<file path="src/hw/rtl/smsq_pkg.sv">
`timescale 1ns / 1ps

package smsq_pkg;

	localparam int STEPS_DEFAULT = 8;

	localparam logic [1:0] OP_TICK    = 2'd0;
	localparam logic [1:0] OP_KEY_ON  = 2'd1;
	localparam logic [1:0] OP_KEY_OFF = 2'd2;
	localparam logic [1:0] OP_RSVD    = 2'd3;

	localparam logic EV_NOTE_ON  = 1'b0;
	localparam logic EV_NOTE_OFF = 1'b1;

	localparam logic [2:0] CFG_ENABLE         = 3'd0;
	localparam logic [2:0] CFG_PITCH_OFFSETS  = 3'd1;
	localparam logic [2:0] CFG_STEPS_USED     = 3'd2;
	localparam logic [2:0] CFG_PULSE_INTERVAL = 3'd3;
	localparam logic [2:0] CFG_GATE_LENGTH    = 3'd4;

	localparam logic [3:0]  RST_STEPS_USED     = 4'd8;
	localparam logic [19:0] RST_PULSE_INTERVAL = 20'd5512;
	localparam logic [19:0] RST_GATE_LENGTH    = 20'd2756;
	localparam logic [6:0]  RST_BASE_NOTE      = 7'd60;

	localparam logic [20:0] ELAPSED_MAX = 21'h1FFFFF;

	typedef struct packed {
		logic [1:0] kind;
		logic [6:0] note;
		logic [3:0] chan;
	} cmd_t;

endpackage

</file>
<file path="src/hw/rtl/smsq_front.sv">
`timescale 1ns / 1ps

module smsq_front (
	input  logic              clk,
	input  logic              arst_n,
	input  logic              s_axis_tvalid,
	output logic              s_axis_tready,
	input  logic [15:0]       s_axis_tdata,  // key_note[6:0], key_channel[11:7], zero fill
	input  logic [1:0]        s_axis_tuser,  // operation[1:0]
	output logic              cmd_valid,
	input  logic              cmd_ready,
	output smsq_pkg::cmd_t    cmd
);

	localparam int QD     = 2;
	localparam int QPTR_W = $clog2(QD);
	localparam int QCNT_W = $clog2(QD + 1);

	smsq_pkg::cmd_t      queue_q [QD];
	logic [QPTR_W-1:0]   wptr_q;
	logic [QPTR_W-1:0]   rptr_q;
	logic [QCNT_W-1:0]   count_q;
	smsq_pkg::cmd_t      dec;
	logic                push;
	logic                pop;

	// classify: fold the channel to 0..15; push drops the reserved opcode
	always_comb begin
		dec.kind = s_axis_tuser;
		dec.note = s_axis_tdata[6:0];
		dec.chan = s_axis_tdata[10:7] - 4'd1;
	end

	assign s_axis_tready = (count_q != QCNT_W'(QD));
	assign push          = s_axis_tvalid && s_axis_tready && (s_axis_tuser != smsq_pkg::OP_RSVD);
	assign cmd_valid     = (count_q != '0);
	assign pop           = cmd_valid && cmd_ready;
	assign cmd           = queue_q[rptr_q];

	always_ff @(posedge clk or negedge arst_n) begin
		if (!arst_n) begin
			wptr_q  <= '0;
			rptr_q  <= '0;
			count_q <= '0;
		end else begin
			if (push) begin
				wptr_q <= (wptr_q == QPTR_W'(QD - 1)) ? '0 : wptr_q + 1'b1;
			end
			if (pop) begin
				rptr_q <= (rptr_q == QPTR_W'(QD - 1)) ? '0 : rptr_q + 1'b1;
			end
			case ({push, pop})
				2'b10:   count_q <= count_q + 1'b1;
				2'b01:   count_q <= count_q - 1'b1;
				default: count_q <= count_q;
			endcase
		end
	end

	always_ff @(posedge clk) begin
		if (push) begin
			queue_q[wptr_q] <= dec;
		end
	end

endmodule

</file>
<file path="src/hw/rtl/smsq_back.sv">
`timescale 1ns / 1ps

module smsq_back #(
	parameter int STEPS = smsq_pkg::STEPS_DEFAULT
) (
	input  logic              clk,
	input  logic              arst_n,
	input  logic              cfg_valid,
	output logic              cfg_ready,
	input  logic [2:0]        cfg_index,
	input  logic [63:0]       cfg_data,
	input  logic              cmd_valid,
	output logic              cmd_ready,
	input  smsq_pkg::cmd_t    cmd,
	output logic              m_axis_tvalid,
	input  logic              m_axis_tready,
	output logic [15:0]       m_axis_tdata,  // note[6:0], channel[11:7], zero fill
	output logic              m_axis_tuser,  // event_kind
	output logic              m_axis_tlast
);

	localparam int IDX_W = $clog2(STEPS);
	localparam int EXT_W = (IDX_W > 3) ? IDX_W : 3;

	localparam logic [1:0] ST_IDLE  = 2'd0;
	localparam logic [1:0] ST_SCAN  = 2'd1;
	localparam logic [1:0] ST_FLUSH = 2'd2;

	logic        enable_q;
	logic [63:0] offsets_q;
	logic [3:0]  steps_used_q;
	logic [19:0] interval_q;
	logic [19:0] gate_len_q;

	logic [1:0]       state_q;
	logic             playing_q;
	logic [IDX_W-1:0] step_q;
	logic [IDX_W-1:0] scan_q;
	logic [19:0]      pulse_q;
	logic [6:0]       base_q;
	logic [3:0]       chan_q;

	logic        gate_armed_q   [STEPS];
	logic [6:0]  gate_note_q    [STEPS];
	logic [20:0] gate_elapsed_q [STEPS];

	logic       held_vld_q;
	logic       held_kind_q;
	logic [6:0] held_note_q;

	logic       out_vld_q;
	logic       out_kind_q;
	logic [6:0] out_note_q;
	logic [4:0] out_chan_q;
	logic       out_last_q;

	logic [4:0]       lim;
	logic [IDX_W-1:0] step_nxt;
	logic             wrap;
	logic [EXT_W-1:0] step_ext;
	logic [7:0]       off;
	logic signed [8:0] sum;
	logic [6:0]       note_on;
	logic             out_free;
	logic             tick_go;
	logic             arm_en;
	logic             expire;
	logic             stall;
	logic             scan_go;
	logic             out_load;
	logic             scan_end;

	assign cfg_ready = 1'b1;
	assign cmd_ready = (state_q == ST_IDLE);

	always_comb begin
		if (steps_used_q == 4'd0) begin
			lim = 5'd1;
		end else if ({1'b0, steps_used_q} > 5'(STEPS)) begin
			lim = 5'(STEPS);
		end else begin
			lim = {1'b0, steps_used_q};
		end
	end

	assign step_nxt = ((5'(step_q) + 5'd1) >= lim) ? '0 : step_q + 1'b1;
	assign wrap     = (({1'b0, pulse_q} + 21'd1) >= {1'b0, interval_q});
	assign step_ext = EXT_W'(step_q);
	assign off      = offsets_q[{step_ext[2:0], 3'b000} +: 8];
	assign sum      = $signed({2'b00, base_q}) + $signed({off[7], off});

	always_comb begin
		if (sum[8]) begin
			note_on = 7'd0;
		end else if (sum[7]) begin
			note_on = 7'd127;
		end else begin
			note_on = sum[6:0];
		end
	end

	assign out_free = !out_vld_q || m_axis_tready;
	assign tick_go  = (state_q == ST_IDLE) && cmd_valid && (cmd.kind == smsq_pkg::OP_TICK)
		&& enable_q;
	assign arm_en   = tick_go && playing_q && wrap;
	assign expire   = gate_armed_q[scan_q] && (gate_elapsed_q[scan_q] > {1'b0, gate_len_q});
	assign stall    = expire && held_vld_q && !out_free;
	assign scan_go  = (state_q == ST_SCAN) && !stall;
	assign scan_end = (scan_q == IDX_W'(STEPS - 1));
	assign out_load = (scan_go && expire && held_vld_q)
		|| ((state_q == ST_FLUSH) && held_vld_q && out_free);

	always_ff @(posedge clk or negedge arst_n) begin
		if (!arst_n) begin
			enable_q     <= 1'b0;
			offsets_q    <= '0;
			steps_used_q <= smsq_pkg::RST_STEPS_USED;
			interval_q   <= smsq_pkg::RST_PULSE_INTERVAL;
			gate_len_q   <= smsq_pkg::RST_GATE_LENGTH;
			state_q      <= ST_IDLE;
			playing_q    <= 1'b0;
			step_q       <= '0;
			scan_q       <= '0;
			pulse_q      <= '0;
			base_q       <= smsq_pkg::RST_BASE_NOTE;
			chan_q       <= '0;
			held_vld_q   <= 1'b0;
			out_vld_q    <= 1'b0;
			for (int i = 0; i < STEPS; i++) begin
				gate_armed_q[i] <= 1'b0;
			end
		end else begin
			if (cfg_valid) begin
				case (cfg_index)
					smsq_pkg::CFG_ENABLE:         enable_q     <= cfg_data[0];
					smsq_pkg::CFG_PITCH_OFFSETS:  offsets_q    <= cfg_data;
					smsq_pkg::CFG_STEPS_USED:     steps_used_q <= cfg_data[3:0];
					smsq_pkg::CFG_PULSE_INTERVAL: interval_q   <= cfg_data[19:0];
					smsq_pkg::CFG_GATE_LENGTH:    gate_len_q   <= cfg_data[19:0];
					default: ;
				endcase
			end

			if (out_load) begin
				out_vld_q <= 1'b1;
			end else if (m_axis_tready) begin
				out_vld_q <= 1'b0;
			end

			case (state_q)
				ST_IDLE: begin
					if (cmd_valid) begin
						case (cmd.kind)
							smsq_pkg::OP_KEY_ON: begin
								base_q    <= cmd.note;
								chan_q    <= cmd.chan;
								step_q    <= '0;
								pulse_q   <= '0;
								playing_q <= 1'b1;
							end
							smsq_pkg::OP_KEY_OFF: begin
								playing_q <= 1'b0;
							end
							smsq_pkg::OP_TICK: begin
								if (enable_q) begin
									if (playing_q) begin
										if (wrap) begin
											pulse_q              <= '0;
											gate_armed_q[step_q] <= 1'b1;
											held_vld_q           <= 1'b1;
											step_q               <= step_nxt;
										end else begin
											pulse_q <= pulse_q + 20'd1;
										end
									end
									scan_q  <= '0;
									state_q <= ST_SCAN;
								end
							end
							default: ;
						endcase
					end
				end
				ST_SCAN: begin
					if (scan_go) begin
						if (expire) begin
							gate_armed_q[scan_q] <= 1'b0;
							held_vld_q           <= 1'b1;
						end
						if (scan_end) begin
							state_q <= ST_FLUSH;
						end else begin
							scan_q <= scan_q + 1'b1;
						end
					end
				end
				ST_FLUSH: begin
					if (!held_vld_q) begin
						state_q <= ST_IDLE;
					end else if (out_free) begin
						held_vld_q <= 1'b0;
						state_q    <= ST_IDLE;
					end
				end
				default: state_q <= ST_IDLE;
			endcase
		end
	end

	always_ff @(posedge clk) begin
		if (arm_en) begin
			gate_note_q[step_q]    <= note_on;
			gate_elapsed_q[step_q] <= '0;
			held_kind_q            <= smsq_pkg::EV_NOTE_ON;
			held_note_q            <= note_on;
		end
		if (scan_go) begin
			if (expire) begin
				held_kind_q <= smsq_pkg::EV_NOTE_OFF;
				held_note_q <= gate_note_q[scan_q];
			end else if (gate_armed_q[scan_q]
				&& (gate_elapsed_q[scan_q] != smsq_pkg::ELAPSED_MAX)) begin
				gate_elapsed_q[scan_q] <= gate_elapsed_q[scan_q] + 21'd1;
			end
		end
		if (out_load) begin
			out_kind_q <= held_kind_q;
			out_note_q <= held_note_q;
			out_chan_q <= {1'b0, chan_q} + 5'd1;
			out_last_q <= (state_q == ST_FLUSH);
		end
	end

	assign m_axis_tvalid = out_vld_q;
	assign m_axis_tdata  = {4'b0000, out_chan_q, out_note_q};
	assign m_axis_tuser  = out_kind_q;
	assign m_axis_tlast  = out_last_q;

	a_idle_no_held: assert property (@(posedge clk) disable iff (!arst_n)
		(state_q == ST_IDLE) |-> !held_vld_q)
		else $error("pending event left behind at end of tick");

	a_scan_range: assert property (@(posedge clk) disable iff (!arst_n)
		(state_q == ST_SCAN) |-> (scan_q <= IDX_W'(STEPS - 1)))
		else $error("gate scan index out of range");

	a_step_range: assert property (@(posedge clk) disable iff (!arst_n)
		step_q <= IDX_W'(STEPS - 1))
		else $error("step index out of range");

	a_flush_last: assert property (@(posedge clk) disable iff (!arst_n)
		((state_q == ST_FLUSH) && held_vld_q && out_free) |=> (out_vld_q && out_last_q))
		else $error("final event of a tick not marked last");

endmodule

</file>
<file path="src/hw/rtl/midi_step_sequencer_top.sv">
`timescale 1ns / 1ps

// Step sequencer for MIDI note events.
// Input stream (s_axis_*): one beat per command; tuser carries the operation
// (sample tick, key note-on, key note-off), tdata the key note and channel.
// Output stream (m_axis_*): one beat per note event; tuser is the event kind
// (0 note-on, 1 note-off), tdata note and channel, tlast marks the final event
// of a tick. Key commands and ticks that cause nothing produce no beat.
// Configuration channel (cfg_*): write register cfg_index with cfg_data;
// always ready, write only while the sequencer is quiet.
// Timing: commands enter a two-beat queue. The executor handles an enabled tick
// as a pulse step in the idle state, a release scan over every gate, then a
// flush state; key commands and disabled ticks are handled in the idle state.
// Each event waits in a one-beat holding register until the next event is
// found or the scan ends; up to STEPS events leave at one per cycle at most,
// while the receiver keeps up, the last one loaded in the flush state.
// Reset: all gates idle, playback stopped, registers at their defaults.
// When the receiver stalls, the executor holds its scan and the queue fills;
// s_axis_tready drops once two commands are waiting.

module midi_step_sequencer_top #(
	parameter int STEPS = smsq_pkg::STEPS_DEFAULT
) (
	input  logic        clk,
	input  logic        arst_n,
	input  logic        s_axis_tvalid,
	output logic        s_axis_tready,
	input  logic [15:0] s_axis_tdata,  // key_note[6:0], key_channel[11:7], zero fill
	input  logic [1:0]  s_axis_tuser,  // operation[1:0]
	output logic        m_axis_tvalid,
	input  logic        m_axis_tready,
	output logic [15:0] m_axis_tdata,  // note[6:0], channel[11:7], zero fill
	output logic        m_axis_tuser,  // event_kind
	output logic        m_axis_tlast,
	input  logic        cfg_valid,
	output logic        cfg_ready,
	input  logic [2:0]  cfg_index,
	input  logic [63:0] cfg_data
);

	logic           cmd_valid;
	logic           cmd_ready;
	smsq_pkg::cmd_t cmd;

	smsq_front u_front (
		.clk           (clk),
		.arst_n        (arst_n),
		.s_axis_tvalid (s_axis_tvalid),
		.s_axis_tready (s_axis_tready),
		.s_axis_tdata  (s_axis_tdata),
		.s_axis_tuser  (s_axis_tuser),
		.cmd_valid     (cmd_valid),
		.cmd_ready     (cmd_ready),
		.cmd           (cmd)
	);

	smsq_back #(
		.STEPS (STEPS)
	) u_back (
		.clk           (clk),
		.arst_n        (arst_n),
		.cfg_valid     (cfg_valid),
		.cfg_ready     (cfg_ready),
		.cfg_index     (cfg_index),
		.cfg_data      (cfg_data),
		.cmd_valid     (cmd_valid),
		.cmd_ready     (cmd_ready),
		.cmd           (cmd),
		.m_axis_tvalid (m_axis_tvalid),
		.m_axis_tready (m_axis_tready),
		.m_axis_tdata  (m_axis_tdata),
		.m_axis_tuser  (m_axis_tuser),
		.m_axis_tlast  (m_axis_tlast)
	);

endmodule

</file>
<file path="config.mk">
export PLATFORM = sky130hd
export DESIGN_NAME = midi_step_sequencer_top
export DESIGN_NICKNAME = d
export VERILOG_FILES = /design/src/hw/rtl/smsq_pkg.sv /design/src/hw/rtl/smsq_front.sv /design/src/hw/rtl/smsq_back.sv /design/src/hw/rtl/midi_step_sequencer_top.sv
export SDC_FILE = /design/constraint.sdc
export NUM_CORES = 1
export LEC_CHECK = 0
export BUFFER_PORTS_ARGS = -buffer_cell sky130_fd_sc_hd__buf_4
export CAP_MARGIN = 20
export CORE_ASPECT_RATIO = 1.75
export CORE_MARGIN = 3
export CORE_UTILIZATION = 39
export CTS_BUF_LIST = sky130_fd_sc_hd__clkbuf_16
export DETAILED_ROUTE_END_ITERATION = 10
export MAX_ROUTING_LAYER = met4
export RECOVER_POWER = 50
export REMOVE_ABC_BUFFERS = 1
export SYNTH_ARGS = -nofsm -noshare
export SYNTH_HDL_FRONTEND = slang
export SYNTH_SLANG_ARGS = --single-unit
</file>
<file path="constraint.sdc">
create_clock -name clk -period 12.4 [get_ports clk]
set_clock_uncertainty 0.1 [all_clocks]
set_input_delay 1.86 -clock clk [delete_from_list [all_inputs] [get_ports clk]]
set_output_delay 1.86 -clock clk [all_outputs]
set_load 0.005 [all_outputs]
</file>
---- After elaboration in Yosys (flattened, before gate mapping) ----
Memories as Yosys holds them, arrays and structs flattened.
Index checks and enable logic that the tools add are counted.
storage, ports and cells
  memories kept ........................... 3
  RAM bits ................................ 250
  register bits ........................... 185
  logic and storage cells ................. 211
  output and inout port bits .............. 21
cells by class
  add/subtract/negate cells ............... 13
  order comparisons ....................... 8
  shift operators ......................... 1
  muxes and demuxes ....................... 75
  reductions and logical operators ........ 48
  eq/ne operators ......................... 27
  bitwise gates (word level) .............. 5
memory list
  name                   depth  width  read ports  clocked after memory_dff  write ports  line              text
  u_back.gate_elapsed_q  8      21     1           0                         1            smsq_back.sv:45   logic [20:0] gate_elapsed_q [STEPS];
  u_back.gate_note_q     8      7      1           0                         1            smsq_back.sv:44   logic [6:0] gate_note_q [STEPS];
  u_front.queue_q        2      13     1           0                         1            smsq_front.sv:19  smsq_pkg::cmd_t queue_q [QD];
operator list
  operator               number
  $shiftx 64x7->8        1
  $mux 20                3
  $mux 8                 7
  $pmux 20 s2            1
  $mux 7                 5
  $mux 3                 10
  $mux 1                 29
  $ne 2x1->1 const B     11
  $add 20x1->21 const B  1
  $add 21x1->21 const B  1
  $ge 21x20->1           1
  $gt 21x20->1           1
  $mux 21                1
  $ne 21x21->1 const B   1
  $reduce_or 21->1       1
  $add 20x1->20 const B  1
  $logic_and 1x1->1      18
  $reduce_and 6->1       3
  $pmux 8 s2             1
  $reduce_and 8->1       2
  $mux 2                 7
  $pmux 3 s2             2
  $reduce_bool 2->1      6
  $reduce_and 2->1       5
  38 further kinds       58

---- Longest topological paths before layout ----
Gate-level depths: netlist of run 1.
  word-level depth ........................ 13
  mapped depth ............................ 16
  depth with buffers taken out ............ 14

---- Hierarchy ----
From an unflattened synthesis of run 1, not the netlist that was laid out.
second synthesis, totals
  cell total of the unflattened synthesis .. 1533
  area total of the unflattened synthesis .. 20389.6 µm²
by module, submodules not included
  module      times used  area an instance (µm²)  cells each
  smsq_back   1           19202.2                 1467
  smsq_front  1           1187.4                  66

---- Least setup slack after synthesis of run 1 ----
OpenSTA, ideal clock, no wires.
  path type ............................... reg-to-reg
  start point ............................. register u_back.scan_q[0]
  end point ............................... memory u_back.gate_elapsed_q[2][0], enable pin
  required time ........................... 11.867 ns
  arrival time ............................ 4.777 ns
  buffers on the path ..................... 3
  period minus slack after synthesis ...... 5.310 ns
  library setup time ...................... 0.433 ns
  cell stages (with the launch flop) ...... 14
  setup slack ............................. 7.090 ns
  path through ............................ dfrtp_1 -> buf_6 -> buf_4 -> buf_4 -> mux2_2 -> a221oi_1 -> o22ai_1 -> ha_1 -> and3_1 -> a221oi_1 -> nand3_1 -> nor3_1 -> o211ai_1 -> o32ai_1
between the ends
  longest elaborated chain between the ends .. 13
RTL lines
  what                                                                   line              text
  from (decl)                                                            smsq_back.sv:38   logic [IDX_W-1:0] scan_q;
  from (signal assigned)                                                 smsq_back.sv:193  scan_q <= scan_q + 1'b1;
  parallel branches: the longest is 13 deep, another holds $mem_v2 8x21  n/a
  to (decl)                                                              smsq_back.sv:45
Several ways; the timed one is not identified. The select of a mux whose other input is x is not followed.

---- Worst setup path after layout of run 1 ----
  start point ............................. register u_back.scan_q[0]
  end point ............................... memory u_back.gate_elapsed_q[3][16], enable pin
The elaborated chain is that of the path after synthesis.

==> out/results.env, run 1 <==
CRIT_PATH_END_KIND='register'
SYNTH_CELLS=1433
MIN-DELAY-PATH-CLASS='register to register'
SYN_AREA_PER_CELL_UM2=13.9
POWER_LEAKAGE_nW=8.79
WORST_SETUP_PATH_STARTPOINT='u_back.scan_q[0]'
GRT_PASS1_VIAS=12800
CTS_HOLD_REPAIR.BUFFERS=0
HPWL_MM=33.5
FIRST_PASS_ITERATION_COUNT_OF_THE_DETAILED_ROUTER=5
DIE_AREA_UM2=54000
DRV_CAP=4
INITIAL_CORE_UTIL_PCT=39.4
FINAL_HOLD_VIOL_COUNT=0
CRIT_CHAIN='clkbuf_1 > mux4_2 > mux2i_1 > inv_1 > ha_1 > nand4_1 > o41ai_1 > o211ai_1 > buf_4 > or3_1 > a21oi_4'
DETAIL_ROUTE.WL_PER_CELL_UM=21.6
CLOCKBUFFERDEPTH=3
POST-ROUTE-DRC-COUNT=0
SHARE_OF_ASYNC_SETTABLE_OR_ASYNC_RESETTABLE_FLOPS_AFTER_SYNTHESIS_PCT=37.5
TRITONCTS_NUM_SINKS=435
CLOCK_LATENCY_AT_THE_LATER_PIN_OF_THE_WORST_SKEW_PAIR_PS=550
CRITPATHARRIVALTIME_PS=8390
RSZ_0062_RAISED_AFTER_GLOBAL_ROUTING='false'
SYNTH_SEQ_AREA_SHARE_PCT=61.1
SYNTH-SEQ-CELLS=435
POST_CTS_RESIZED=0
POST-CTS-SETUP-BUFFER-COUNT=0
CRIT_FANOUT=54
GRT_ANTENNA_BEFORE_REPAIR=0
NUM_VIAS=12000
LARGEST_NET_DEGREE_AT_THE_START_OF_GLOBAL_ROUTING=94
CRIT-REG2REG-LAUNCH='u_back.scan_q[0]'
FP.DIEW_UM=177
FINALCRITICALPERIOD_PS=8330
FIRST_PASS_GRT_WIRE_LENGTH_MM=74.5
FAILED_CHECKS='max-capacitance violations, max-slew violations'
GRT_USE_TOTAL_PCT=18.4
PLACEMENT.IO_BUFFERS=100
IR_WORST_VDD_V=0.000122
MAXSLEWHEADROOM_PCT=-247
ROUTED_WIRELENGTH_MM=48.4
CRITICAL_PATH.MAX_STAGE_DELAY_PS=2580
TIMING.CRITICAL_PATH.REQUIRED_PS=12460
FINAL.FILL_COUNT=4489
NUMBER_OF_BUFFERS_ADDED_BY_THE_CLOCK_TREE_SYNTHESIS_STEP=41
YS_WARN_COUNT=0
WORST_SLEW_PIN_SLEW_PS=5200
FINAL_PERIOD_UTIL_PCT=67.2
DESIGN.PORTCOUNT=111
FINAL-MAX-SLEW-VIOLATION-COUNT=256
TRITONCTS='done'
STARTPOINT_TYPE='register'
OUTCOME='complete, but fails checks'
HOLD_PATH.STARTPOINT='u_back.held_kind_q'
MAX_FREQ_MHz=120
CORE_AREA_UM2=50600
CRITPATHSLOWESTCELL='clkbuf_1'
DRT-INITIAL-DRC-COUNT=726
FIN_WS_PS=4070
PLACE.GP.CONGESTION=0.872
DRIVE_ABOVE_1_SHARE_PCT=23.9
ANTENNA_VIOLATING_NETS_POST_ROUTE=0
AREA_GROWTH_SYN_TO_LAYOUT_PCT=14.0
SYNTH_FF_TYPE='edfxtp_1'
HIGHEST_COUNT_CELLS_IN_THE_LAYOUT_IGNORING_FILL_AND_TAPS='264 x edfxtp_1, 146 x dfrtp_1, 105 x nand2_1, 105 x mux2_2, 83 x buf_4'
PLACE_WORST_SETUP_SLACK_PS=6460
GRT.OVERFLOW.TOTAL=0
FINAL.SETUP.TNS_PS=0
SETUP-VIOLATIONS-FINAL=0
FINAL_COMMON_CELL='edfxtp_1'
CRITPATHKIND='register to register'
SYNTHDISTINCTLIBCELLS=89
CLK_PIN_SLEW_PS=70
ROOT_CELL_OF_THE_CLOCK_TREE='clkbuf_16'
VIA_PER_INST=5.38
NUM_ANTENNA_CELLS=0
NETS=1692
SYNTHESIS.AREA_UM2=20000
POWER.DENSITY_CELL_AREA_nW_PER_UM2=219
HTREE_NUM_LEVELS=2
DIE_OUTLINE_HEIGHT_UM=305
CORE.ROWCOUNT=109
NUMBER_OF_ENABLE_FLIP_FLOP_CELLS_AFTER_SYNTHESIS=264
layout make-up:
class	count	area (um^2)	share of cell area (%)
Sequential cell	435	12200	53.6
Multi-Input combinational cell	856	7230	31.8
Clock buffer	43	1080	4.73
Timing Repair Buffer	129	867	3.81
Tap cell	666	833	3.66
Inverter	76	285	1.25
Clock inverter	33	272	1.19
logic make-up after synthesis:
group / Yosys count / share of synthesized area (%)
XOR/XNOR: 44 / 1.93
other: 2 / 0.0376
flip-flops: 435 / 61.1
adder cells (fa/ha/maj): 63 / 3.99
multiplexers: 211 / 14.4
buffers and inverters: 145 / 3.30
AND/OR/NAND/NOR: 319 / 8.05
AO/OA/AOI/OAI: 214 / 7.27
stage by stage:
step                      util [%]  std cells  total power [mW]  cell area [um^2]  hold slack [ps]
after global placement        42.5       2158              3.71             21500              315
after floorplan                  -       1367              3.13             19600              308
final                         45.0       2238              4.98             22800              333
after CTS                     45.2       2236              5.04             22900              335
after detailed placement      42.5       2160              3.77             21500              321
after global routing          45.0       2238              5.25             22800              355
worst max-delay path: cells and delay by family, from the launching register on:
kind	cells	cell delay, ps
flops	1	1080
fa+ha+maj	1	350
simple gates	2	540
compound gates	3	1500
buf+inv	3	2940
mux	2	1340
Yosys cell counts, types with 10 or more instances:
library cell	count	area share, %
dfrtp_1	148	19
o21ai_0	73	1.8
nand2_1	105	2.0
ha_1	62	3.9
xnor2_1	27	1.2
a221oi_1	13	0.57
buf_1	10	0.19
xor2_1	17	0.75
inv_1	73	1.4
nor2_1	65	1.2
nand3_1	30	0.75
buf_4	10	0.38
a22o_1	10	0.44
a21oi_1	29	0.73
mux2_2	105	5.9
nand4_1	12	0.38
and3_1	15	0.47
dfstp_2	15	2.0
mux4_2	49	5.5
nor2b_1	16	0.50
mux2i_1	55	2.8
nor3_1	17	0.43
edfxtp_1	264	40
buf_2	12	0.30
clkbuf_1	29	0.55
sequential cells by signal, indices dropped and copies added (netlist names), 2 cells and up:
| name | count |
|---|---|
| u_back.step_ext | 3 |
| u_front.queue_q | 26 |
| u_back.gate_len_q | 20 |
| u_back.pulse_q | 20 |
| u_back.interval_q | 20 |
| u_back.gate_note_q | 56 |
| u_back.offsets_q | 64 |
| u_back.gate_elapsed_q | 168 |
| u_back.scan_q | 3 |
| u_back.out_chan_q | 5 |
| u_back.held_note_q | 7 |
| u_back.state_q | 2 |
| u_back.chan_q | 4 |
| u_back.base_q | 7 |
| u_back.steps_used_q | 4 |
| u_front.count_q | 2 |
| u_back.gate_armed_q | 8 |
| u_back.out_note_q | 7 |
power breakdown:
group	switching (mW)	internal (mW)	leakage [nW]
clock	0.549	0.716	0.683
sequential	0.166	1.86	4.44
combinational	1.01	0.679	3.67
per-layer routing:
| metal | vias to the layer above | GRT usage, % | part of all wire, % |
|---|---|---|---|
| met4 | 0 | 8.36 | 4.9 |
| li1 | 5565 | - | - |
| met2 | 269 | 33.5 | 55 |
| met1 | 6109 | 20.1 | 37 |
| met5 | - | - | 0 |
| met3 | 90 | 1.80 | 3.2 |
final timing paths:
path / endpoint / slack [ps] / cells after the start
min: u_back.m_axis_tuser / 330 / 0
min in group asynchronous: u_back.chan_q[0] / 3090 / 1
max reg2reg: u_back.gate_elapsed_q[3][16] / 4070 / 11
max: u_back.gate_elapsed_q[3][16] / 4070 / 11
max in group asynchronous: u_back.step_ext[0] / 5730 / 1
min reg2reg: u_back.m_axis_tuser / 330 / 0
Note: power is estimated with default switching activity, not from simulation.
==> run 2: changes to the inputs <==
--- a/config.mk
+++ b/config.mk
@@ -5,6 +5,7 @@
 export SDC_FILE = /design/constraint.sdc
 export NUM_CORES = 1
 export LEC_CHECK = 0
+export ABC_AREA = 1
 export BUFFER_PORTS_ARGS = -buffer_cell sky130_fd_sc_hd__buf_4
 export CAP_MARGIN = 20
 export CORE_ASPECT_RATIO = 1.75
==> constraint.sdc (replaced) <==
create_clock -name clk -period 6.9 [get_ports clk]
set_clock_uncertainty 0.1 [all_clocks]
set_input_delay 1.035 -clock clk [delete_from_list [all_inputs] [get_ports clk]]
set_output_delay 1.035 -clock clk [all_outputs]
set_load 0.005 [all_outputs]
==> run 2 against run 1 <==
  * The run still ends with max-capacitance violations, max-slew violations left
  * Clock power is 66% higher
  * Via count rose by 21%
  * Synthesized area up 2.5%
  * Critical path depth is 10 higher
  * Maximum frequency grew 48%
  * Non-clock buffer count is 6 higher
  * Sequential cell count is the same
  * Sequential share of layout area down 0.95 points
  * Count of clock-buffer cells in the layout fell by 3
  * Largest cell class unchanged
  * Largest power group unchanged
==> out/results.env, run 2 <==
DESIGN.PORTCOUNT=111  # unchanged
POWER.DENSITY_CELL_AREA_nW_PER_UM2=380  # +74%
MAX_FREQ_MHz=177  # +48%
SYNTH_FF_TYPE='edfxtp_1'
POST-ROUTE-DRC-COUNT=0  # unchanged
CLKPWRFRAC_PCT=23.8  # -1.6 points
LARGEST_REGISTER_FFS=168  # unchanged
GRT_ANTENNA_BEFORE_REPAIR=0  # unchanged
LAYOUT_TOP_REGISTERS='u_back.gate_elapsed_q: 168 flops, u_back.offsets_q: 64 flops, u_back.gate_note_q: 56 flops'
MAXSLEWHEADROOM_PCT=-116  # +130 points
GRT_PASS1_VIAS=14900  # +17%
SYNTHESIS.AREA_UM2=20400  # +2.5%
YOSYS.CELL_COUNT.TOP_TYPE='nand2_1'
MULTI_INPUT_COMB_AREA_UM2=7010  # -3.0%
CORE.ROWCOUNT=110  # +0.92%
SYNTHDISTINCTLIBCELLS=55  # -38%
CRIT_PATH_END_KIND='register'
FINAL.SETUP.TNS_PS=0  # unchanged
INSTANCES_NO_FILL=2869  # +28%
SHARE_OF_ASYNC_SETTABLE_OR_ASYNC_RESETTABLE_FLOPS_AFTER_SYNTHESIS_PCT=37.5  # unchanged
SETUP-VIOLATIONS-FINAL=0  # unchanged
DETAIL_ROUTE.WL_PER_CELL_UM=18.6  # -14%
POWER_LEAKAGE_nW=9.98  # +14%
SWITCHING_POWER_mW=3.34  # +94%
CLOCKBUFFERDEPTH=3  # unchanged
NUMBER_OF_BUFFERS_ADDED_BY_THE_CLOCK_TREE_SYNTHESIS_STEP=40  # -2.4%
OUTCOME='complete, but fails checks'
AREA_GROWTH_SYN_TO_LAYOUT_PCT=13.3
CLOCK_LATENCY_AT_THE_LATER_PIN_OF_THE_WORST_SKEW_PAIR_PS=550  # about the same
FINAL_COMMON_CELL='nand2_1'
DIE_AREA_UM2=55300  # +2.4%
FINAL_UTIL_PCT=44.9  # -0.11 points
CRITPATHARRIVALTIME_PS=5770  # -2620 ps
FP.DIEW_UM=179  # +1.2%
GRT.OVERFLOW.TOTAL=0  # unchanged
FIRST_PASS_GRT_WIRE_LENGTH_MM=83.0  # +11%
FINAL_HOLD_VIOL_COUNT=0  # unchanged
DIE_OUTLINE_HEIGHT_UM=309  # +1.2%
DRV_CAP=3  # -1
FINAL_PERIOD_UTIL_PCT=81.8  # +15 points
FINAL.FILL_COUNT=4947  # +10%
TIMING.CRITICAL_PATH.REQUIRED_PS=7030  # -5430 ps
WORST_SLEW_PIN_SLEW_PS=3230  # -1980 ps
INITIAL_CORE_UTIL_PCT=39.6  # +0.17 points
FAILED_CHECKS='max-capacitance violations, max-slew violations'
P_INT_mW=5.46  # +68%
SYNTH-SEQ-CELLS=435  # unchanged
RSZ_0062_RAISED_AFTER_GLOBAL_ROUTING='false'
YS_WARN_COUNT=0  # unchanged
MIN-DELAY-PATH-CLASS='register to register'
NUM_VIAS=14600  # +21%
POST-CTS-SETUP-BUFFER-COUNT=0  # unchanged
SYNTH.CELLS.MOST_FREQUENT='607 x nand2_1, 264 x edfxtp_1, 211 x inv_1'
CRIT_FANOUT=21  # -61%
FIRST_PASS_ITERATION_COUNT_OF_THE_DETAILED_ROUTER=4  # -1
NUM_ANTENNA_CELLS=0  # unchanged
DRIVE_ABOVE_1_SHARE_PCT=12.3  # -12 points
LARGEST_CELLS_BY_AREA_AFTER_SYNTHESIS='edfxtp_1 39%, dfrtp_1 18%, nand2_1 11%'
NUMBER_OF_ENABLE_FLIP_FLOP_CELLS_AFTER_SYNTHESIS=264  # unchanged
FINAL-MAX-SLEW-VIOLATION-COUNT=182  # -29%
HTREE_NUM_LEVELS=2  # unchanged
DPL-INSTANCE-AREA_UM2=22000  # +2.3%
POST-LAYOUT-TOTAL-POWER_mW=8.80  # +77%
CRITPATHKIND='register to register'
ROOT_CELL_OF_THE_CLOCK_TREE='clkbuf_16'
TRITONCTS='done'
CLK_PIN_SLEW_PS=60  # about the same
SYNTH_LARGEST_TYPE_AREA_FRACTION_PCT=38.8  # -0.95 points
VIA_PER_INST=5.08  # -5.5%
GRT_USE_TOTAL_PCT=20.1  # +1.7 points
SEQPWRFRAC_PCT=40.6  # about the same
SYNTH_CELLS=2060  # +44%
HPWL_MM=37.8  # +13%
TRITONCTS_NUM_SINKS=435  # unchanged
HIGHEST_COUNT_CELLS_IN_THE_LAYOUT_IGNORING_FILL_AND_TAPS='609 x nand2_1, 264 x edfxtp_1, 223 x inv_1, 147 x dfrtp_1, 137 x o21ai_0'
SYN_AREA_PER_CELL_UM2=9.92  # -29%
LARGEST_NET_DEGREE_AT_THE_START_OF_GLOBAL_ROUTING=94  # unchanged
SEQUENTIAL_CELL_AREA_UM2=12200  # about the same
SYNTH_SEQ_AREA_SHARE_PCT=59.6  # -1.5 points
STARTPOINT_TYPE='register'
ROUTED_WIRELENGTH_MM=53.4  # +10%
LARGEST_REGISTER='u_back.gate_elapsed_q'
CORE_AREA_UM2=51600  # +2.0%
POWER_FRAC_COMB_PCT=35.6  # +1.7 points
POSTLAYOUTCELLAREA_UM2=23200  # +1.8%
SWITCHING_SHARE_PCT=37.9  # +3.4 points
IR_WORST_VDD_V=0.000213  # +75%
FINALCRITICALPERIOD_PS=5640  # -2690 ps
NETS=2322  # +37%
ANTENNA_VIOLATING_NETS_POST_ROUTE=0  # unchanged
PLACE.GP.CONGESTION=0.882  # +1.1%
YOSYSTOPAREACELL='edfxtp_1'
PLACEMENT.IO_BUFFERS=100  # unchanged
POST_CTS_RESIZED=0  # unchanged
CTS_HOLD_REPAIR.BUFFERS=0  # unchanged
PLACE.DETAILED.INSTANCES=2797  # +29%
DRT-INITIAL-DRC-COUNT=873  # +20%
[run 2: final timing paths]
path | from | end | slack, ps | cells past startpoint
min | u_back.held_note_q[4] | u_back.out_note_q[4] | 340 | 0
min in group asynchronous | arst_n | u_back.pulse_q[15] | 1220 | 1
min reg2reg | u_back.held_note_q[4] | u_back.out_note_q[4] | 340 | 0
max | u_back.scan_q[1] | u_back.gate_elapsed_q[7][16] | 1260 | 21
max reg2reg | u_back.scan_q[1] | u_back.gate_elapsed_q[7][16] | 1260 | 21
max in group asynchronous | arst_n | u_back.scan_q[0] | 3540 | 2
[run 2: routing by layer]
layer / wire (um) / vias to the layer above / track usage [%]
met5: 0 / - / -
met4: 2280 / 0 / 8.07
met3: 1790 / 100 / 1.90
met2: 28900 / 338 / 36.8
met1: 20400 / 7061 / 22.1
li1: - / 7081 / -
[run 2: metrics by stage]
stage | setup slack [ps] | hold WS [ps]
after detailed placement | 2000 | 325
after floorplan | 1390 | 309
after CTS | 1950 | 308
after global placement | 2040 | 328
final | 1260 | 342
after global routing | 823 | 351
[run 2: power by group through the flow]
stage	registers [mW]	logic, mW	clock network (mW)
floorplan	3.60	2.05	0
global placement	3.61	3.08	0
detailed placement	3.62	3.17	0
CTS	3.57	3.18	2.14
global route	3.61	3.53	2.24
finish	3.57	3.14	2.09
[run 2: final cells by class]
cell class / count / share of cell area, %
inverter: 223 / 3.63
sequential: 435 / 52.6
clock inverter: 30 / 0.902
multi-input combinational: 1334 / 30.3
tap: 672 / 3.63
timing repair buffer: 135 / 4.60
clock buffer: 40 / 4.32
[run 2: kinds of logic after synthesis]
logic type	after synthesis	share of synthesized area, %
xor+xnor	40	1.71
other cells	2	0.0367
mux	35	1.93
simple gates	897	18.3
fa+ha+maj	63	3.89
buf+inv	294	6.28
compound gates	294	8.21
flops	435	59.6
[run 2: critical path: stages (launching register included)]
cell and delay, ps:
dfrtp_1 580, inv_4 280, nand2_1 140, nor2_1 770, clkbuf_1 760, nand2_1 120, nand2_1 100, nor2_1 40
nand2_1 240, ha_1 330, nand2_1 100, inv_1 40, nand2_1 60, nand3_1 90, nand2_1 70, nor2_1 30
nand3_1 70, nand3_2 160, nand2_4 170, nand3_4 110, buf_4 290, a21oi_1 630
==> run 3: changes to the inputs <==
--- a/config.mk
+++ b/config.mk
@@ -5,7 +5,7 @@
 export SDC_FILE = /design/constraint.sdc
 export NUM_CORES = 1
 export LEC_CHECK = 0
-export ABC_AREA = 1
+export ABC_AREA = 0
 export BUFFER_PORTS_ARGS = -buffer_cell sky130_fd_sc_hd__buf_4
 export CAP_MARGIN = 20
 export CORE_ASPECT_RATIO = 1.75
==> constraint.sdc (replaced) <==
create_clock -name clk -period 4.7 [get_ports clk]
set_clock_uncertainty 0.1 [all_clocks]
set_input_delay 0.705 -clock clk [delete_from_list [all_inputs] [get_ports clk]]
set_output_delay 0.705 -clock clk [all_outputs]
set_load 0.005 [all_outputs]
==> run 3 against run 2 <==
  * The run still ends with max-capacitance violations, max-slew violations left
  * Critical path depth decreased by 6
  * Global-route usage decreased by 1.1 points
  * Hold slack got worse by 270 ps
  * Count of clock-buffer cells in the layout decreased by 1
  * Clock power increased by 57%
  * First-iteration DRC count decreased by 32%
  * Sequential share of layout area decreased by 0.24 points
  * Critical path type unchanged
  * Critical endpoint is now u_back.gate_elapsed_q[4][13]
  * Highest routed layer unchanged
==> out/results.env, run 3 (synthesized netlist as in run 1, its figures left out) <==
OUTCOME='complete, but fails checks'
FAILED_CHECKS='max-capacitance violations, max-slew violations'
MIN-DELAY-PATH-CLASS='primary input to async pin'
LARGEST_REGISTER_FFS=168  # unchanged
GRT_ANTENNA_BEFORE_REPAIR=0  # unchanged
CRIT_FANOUT=21  # unchanged
CRIT_CHAIN='ha_1 > nand3_1 > or3_1 > buf_4 > xnor2_1 > ha_1 > nand4_1 > nor4_1 > o41ai_1 > nand4_1 > o211ai_1 > buf_4 > or2_2 > o22ai_2 > buf_12'
GRT_PASS1_VIAS=13000  # -13%
FP.DIEW_UM=177  # -1.2%
CORE.ROWCOUNT=109  # -0.91%
DESIGN.PORTCOUNT=111  # unchanged
CRIT_PATH_END_KIND='register'
HTREE_NUM_LEVELS=2  # unchanged
CRITPATHARRIVALTIME_PS=4590  # -1180 ps
DIE_OUTLINE_HEIGHT_UM=305  # -1.2%
POST-ROUTE-DRC-COUNT=0  # unchanged
MAXSLEWHEADROOM_PCT=-91.8  # +24 points
CLK_PIN_SLEW_PS=70  # about the same
FINAL-MAX-SLEW-VIOLATION-COUNT=95  # -48%
PLACE.GP.CONGESTION=0.891  # +1.1%
CORE_AREA_UM2=50600  # -2.0%
WORST_SLEW_PIN_SLEW_PS=2880  # -352 ps
FIRST_PASS_GRT_WIRE_LENGTH_MM=76.4  # -8.0%
DRT-INITIAL-DRC-COUNT=596  # -32%
HIGHEST_COUNT_CELLS_IN_THE_LAYOUT_IGNORING_FILL_AND_TAPS='264 x edfxtp_1, 143 x dfrtp_1, 137 x buf_4, 105 x nand2_1, 105 x mux2_2'
MULTI_INPUT_COMB_AREA_UM2=7180  # +2.4%
PLACEMENT.IO_BUFFERS=100  # unchanged
LAYOUT_TOP_REGISTERS='u_back.gate_elapsed_q: 168 flops, u_back.offsets_q: 64 flops, u_back.gate_note_q: 56 flops'
CRITPATHKIND='register to register'
TIMING.CRITICAL_PATH.REQUIRED_PS=4830  # -2200 ps
FINAL_HOLD_VIOL_COUNT=0  # unchanged
GRT.OVERFLOW.TOTAL=0  # unchanged
CLOCKBUFFERDEPTH=3  # unchanged
DRV_CAP=2  # -1
RSZ_0062_RAISED_AFTER_GLOBAL_ROUTING='false'
FINAL.SETUP.TNS_PS=0  # unchanged
INSTANCES_NO_FILL=2296  # -20%
TRITONCTS='done'
LARGEST_NET_DEGREE_AT_THE_START_OF_GLOBAL_ROUTING=73  # -22%
DRIVE_ABOVE_1_SHARE_PCT=26.9  # +15 points
ROUTED_WIRELENGTH_MM=49.3  # -7.6%
LARGEST_REGISTER='u_back.gate_elapsed_q'
POWER.DENSITY_CELL_AREA_nW_PER_UM2=575  # +51%
SEQUENTIAL_CELL_AREA_UM2=12200  # about the same
NUMBER_OF_BUFFERS_ADDED_BY_THE_CLOCK_TREE_SYNTHESIS_STEP=39  # -2.5%
CLOCK_LATENCY_AT_THE_LATER_PIN_OF_THE_WORST_SKEW_PAIR_PS=540  # about the same
DIE_AREA_UM2=54000  # -2.3%
CTS_HOLD_REPAIR.BUFFERS=0  # unchanged
ANTENNA_VIOLATING_NETS_POST_ROUTE=0  # unchanged
PLACE.DETAILED.INSTANCES=2223  # -21%
DETAIL_ROUTE.WL_PER_CELL_UM=21.5  # +15%
STARTPOINT_TYPE='register'
MAX_FREQ_MHz=224  # +27%
FINAL.FILL_COUNT=4496  # -9.1%
IR_WORST_VDD_V=0.000215  # +1.1%
TRITONCTS_NUM_SINKS=435  # unchanged
AREA_GROWTH_SYN_TO_LAYOUT_PCT=16.7
POWER_LEAKAGE_nW=9.11  # -8.8%
FINAL_PERIOD_UTIL_PCT=94.8  # +13 points
CRITPATHSLOWESTCELL='nor4_1'
FINALCRITICALPERIOD_PS=4460  # -1190 ps
INITIAL_CORE_UTIL_PCT=39.4  # -0.17 points
SETUP-VIOLATIONS-FINAL=0  # unchanged
NUM_ANTENNA_CELLS=0  # unchanged
ROOT_CELL_OF_THE_CLOCK_TREE='clkbuf_16'
NUM_VIAS=12200  # -16%
HPWL_MM=35.4  # -6.2%
FIRST_PASS_ITERATION_COUNT_OF_THE_DETAILED_ROUTER=5  # +1
GRT_USE_TOTAL_PCT=19.0  # -1.1 points
VIA_PER_INST=5.32  # +4.6%
CRITICAL_PATH.MAX_STAGE_DELAY_PS=480  # -290 ps
FINAL_COMMON_CELL='edfxtp_1'
NETS=1754  # -24%
[run 3: cell types whose count changed in the layout (fill, tap and decap cells not counted), sizes merged, moves of 48 or more]
cell   previous run  this run
o21ai           144        76
nand3            79        31
buf              99       149
mux2             35       105
mux4              0        49
inv             233        84
nand2           612       105
nor2            134        65
mux2i             0        57
[run 3: through the flow]
stage | worst slack (ps) | hold WS [ps] | power, mW | cell area (um^2) | util, %
final | 244 | 69.5 | 13.4 | 23300 | 46.0
after detailed placement | 73.6 | 319 | 10.3 | 22100 | 43.7
after floorplan | -2790 | 308 | 8.25 | 19600 | -
after CTS | 12.4 | 91.0 | 13.6 | 23400 | 46.2
after global placement | 129 | 315 | 10.2 | 22100 | 43.6
after global routing | 0.307 | 107 | 14.2 | 23300 | 46.0
[run 3: power by group]
part / internal [mW] / leakage (nW) / total, mW / switching, mW
Clock: 1.85 / 0.646 / 3.28 / 1.42
Combinational: 2.04 / 4.03 / 4.89 / 2.84
Sequential: 4.90 / 4.43 / 5.23 / 0.327
Total: 8.80 / 9.11 / 13.4 / 4.59
[run 3: timing repair]
item,4_1_cts,5_1_grt
gates resized for setup,0,5
setup endpoints to repair,0,152
hold endpoints to repair,0,0
setup buffers,0,1
[run 3: cell type report]
cell class | count | share of cell area, %
Tap cell | 666 | 3.58
Inverter | 76 | 1.23
Sequential cell | 435 | 52.4
Clock inverter | 31 | 1.35
Timing Repair Buffer | 193 | 6.41
Multi-Input combinational cell | 856 | 30.8
Clock buffer | 39 | 4.19
[run 3: critical path: cells and delay by family (launching register included)]
kind | cells | cell delay [ps]
adders and majority gates | 2 | 560
and+or+nand+nor | 6 | 1810
DFF | 1 | 410
buffers and inverters | 3 | 600
xor gates and xnor gates | 1 | 130
AOI/OAI and AO/OA | 3 | 530
[run 3: metal layers]
metal	GRT usage, %	up-vias	wire [um]
li1	-	5683	-
met1	20.7	6211	18300
met2	34.6	210	27100
met3	1.79	103	1420
met4	8.50	0	2410
met5	-	-	0
[run 3: final timing paths]
check                                           start                            to  slack, ps  depth (start not counted)
max in group asynchronous                      arst_n          u_back.offsets_q[15]       1020                          2
min in group clk                      s_axis_tdata[6]        u_front.queue_q[1][10]        270                          1
worst max-delay path                u_back.pulse_q[0]  u_back.gate_elapsed_q[4][13]        240                         15
worst min-delay path                           arst_n              u_back.chan_q[0]         70                          1
worst max register to register      u_back.pulse_q[0]  u_back.gate_elapsed_q[4][13]        240                         15
worst min register to register  u_back.held_note_q[5]          u_back.out_note_q[5]        340                          0
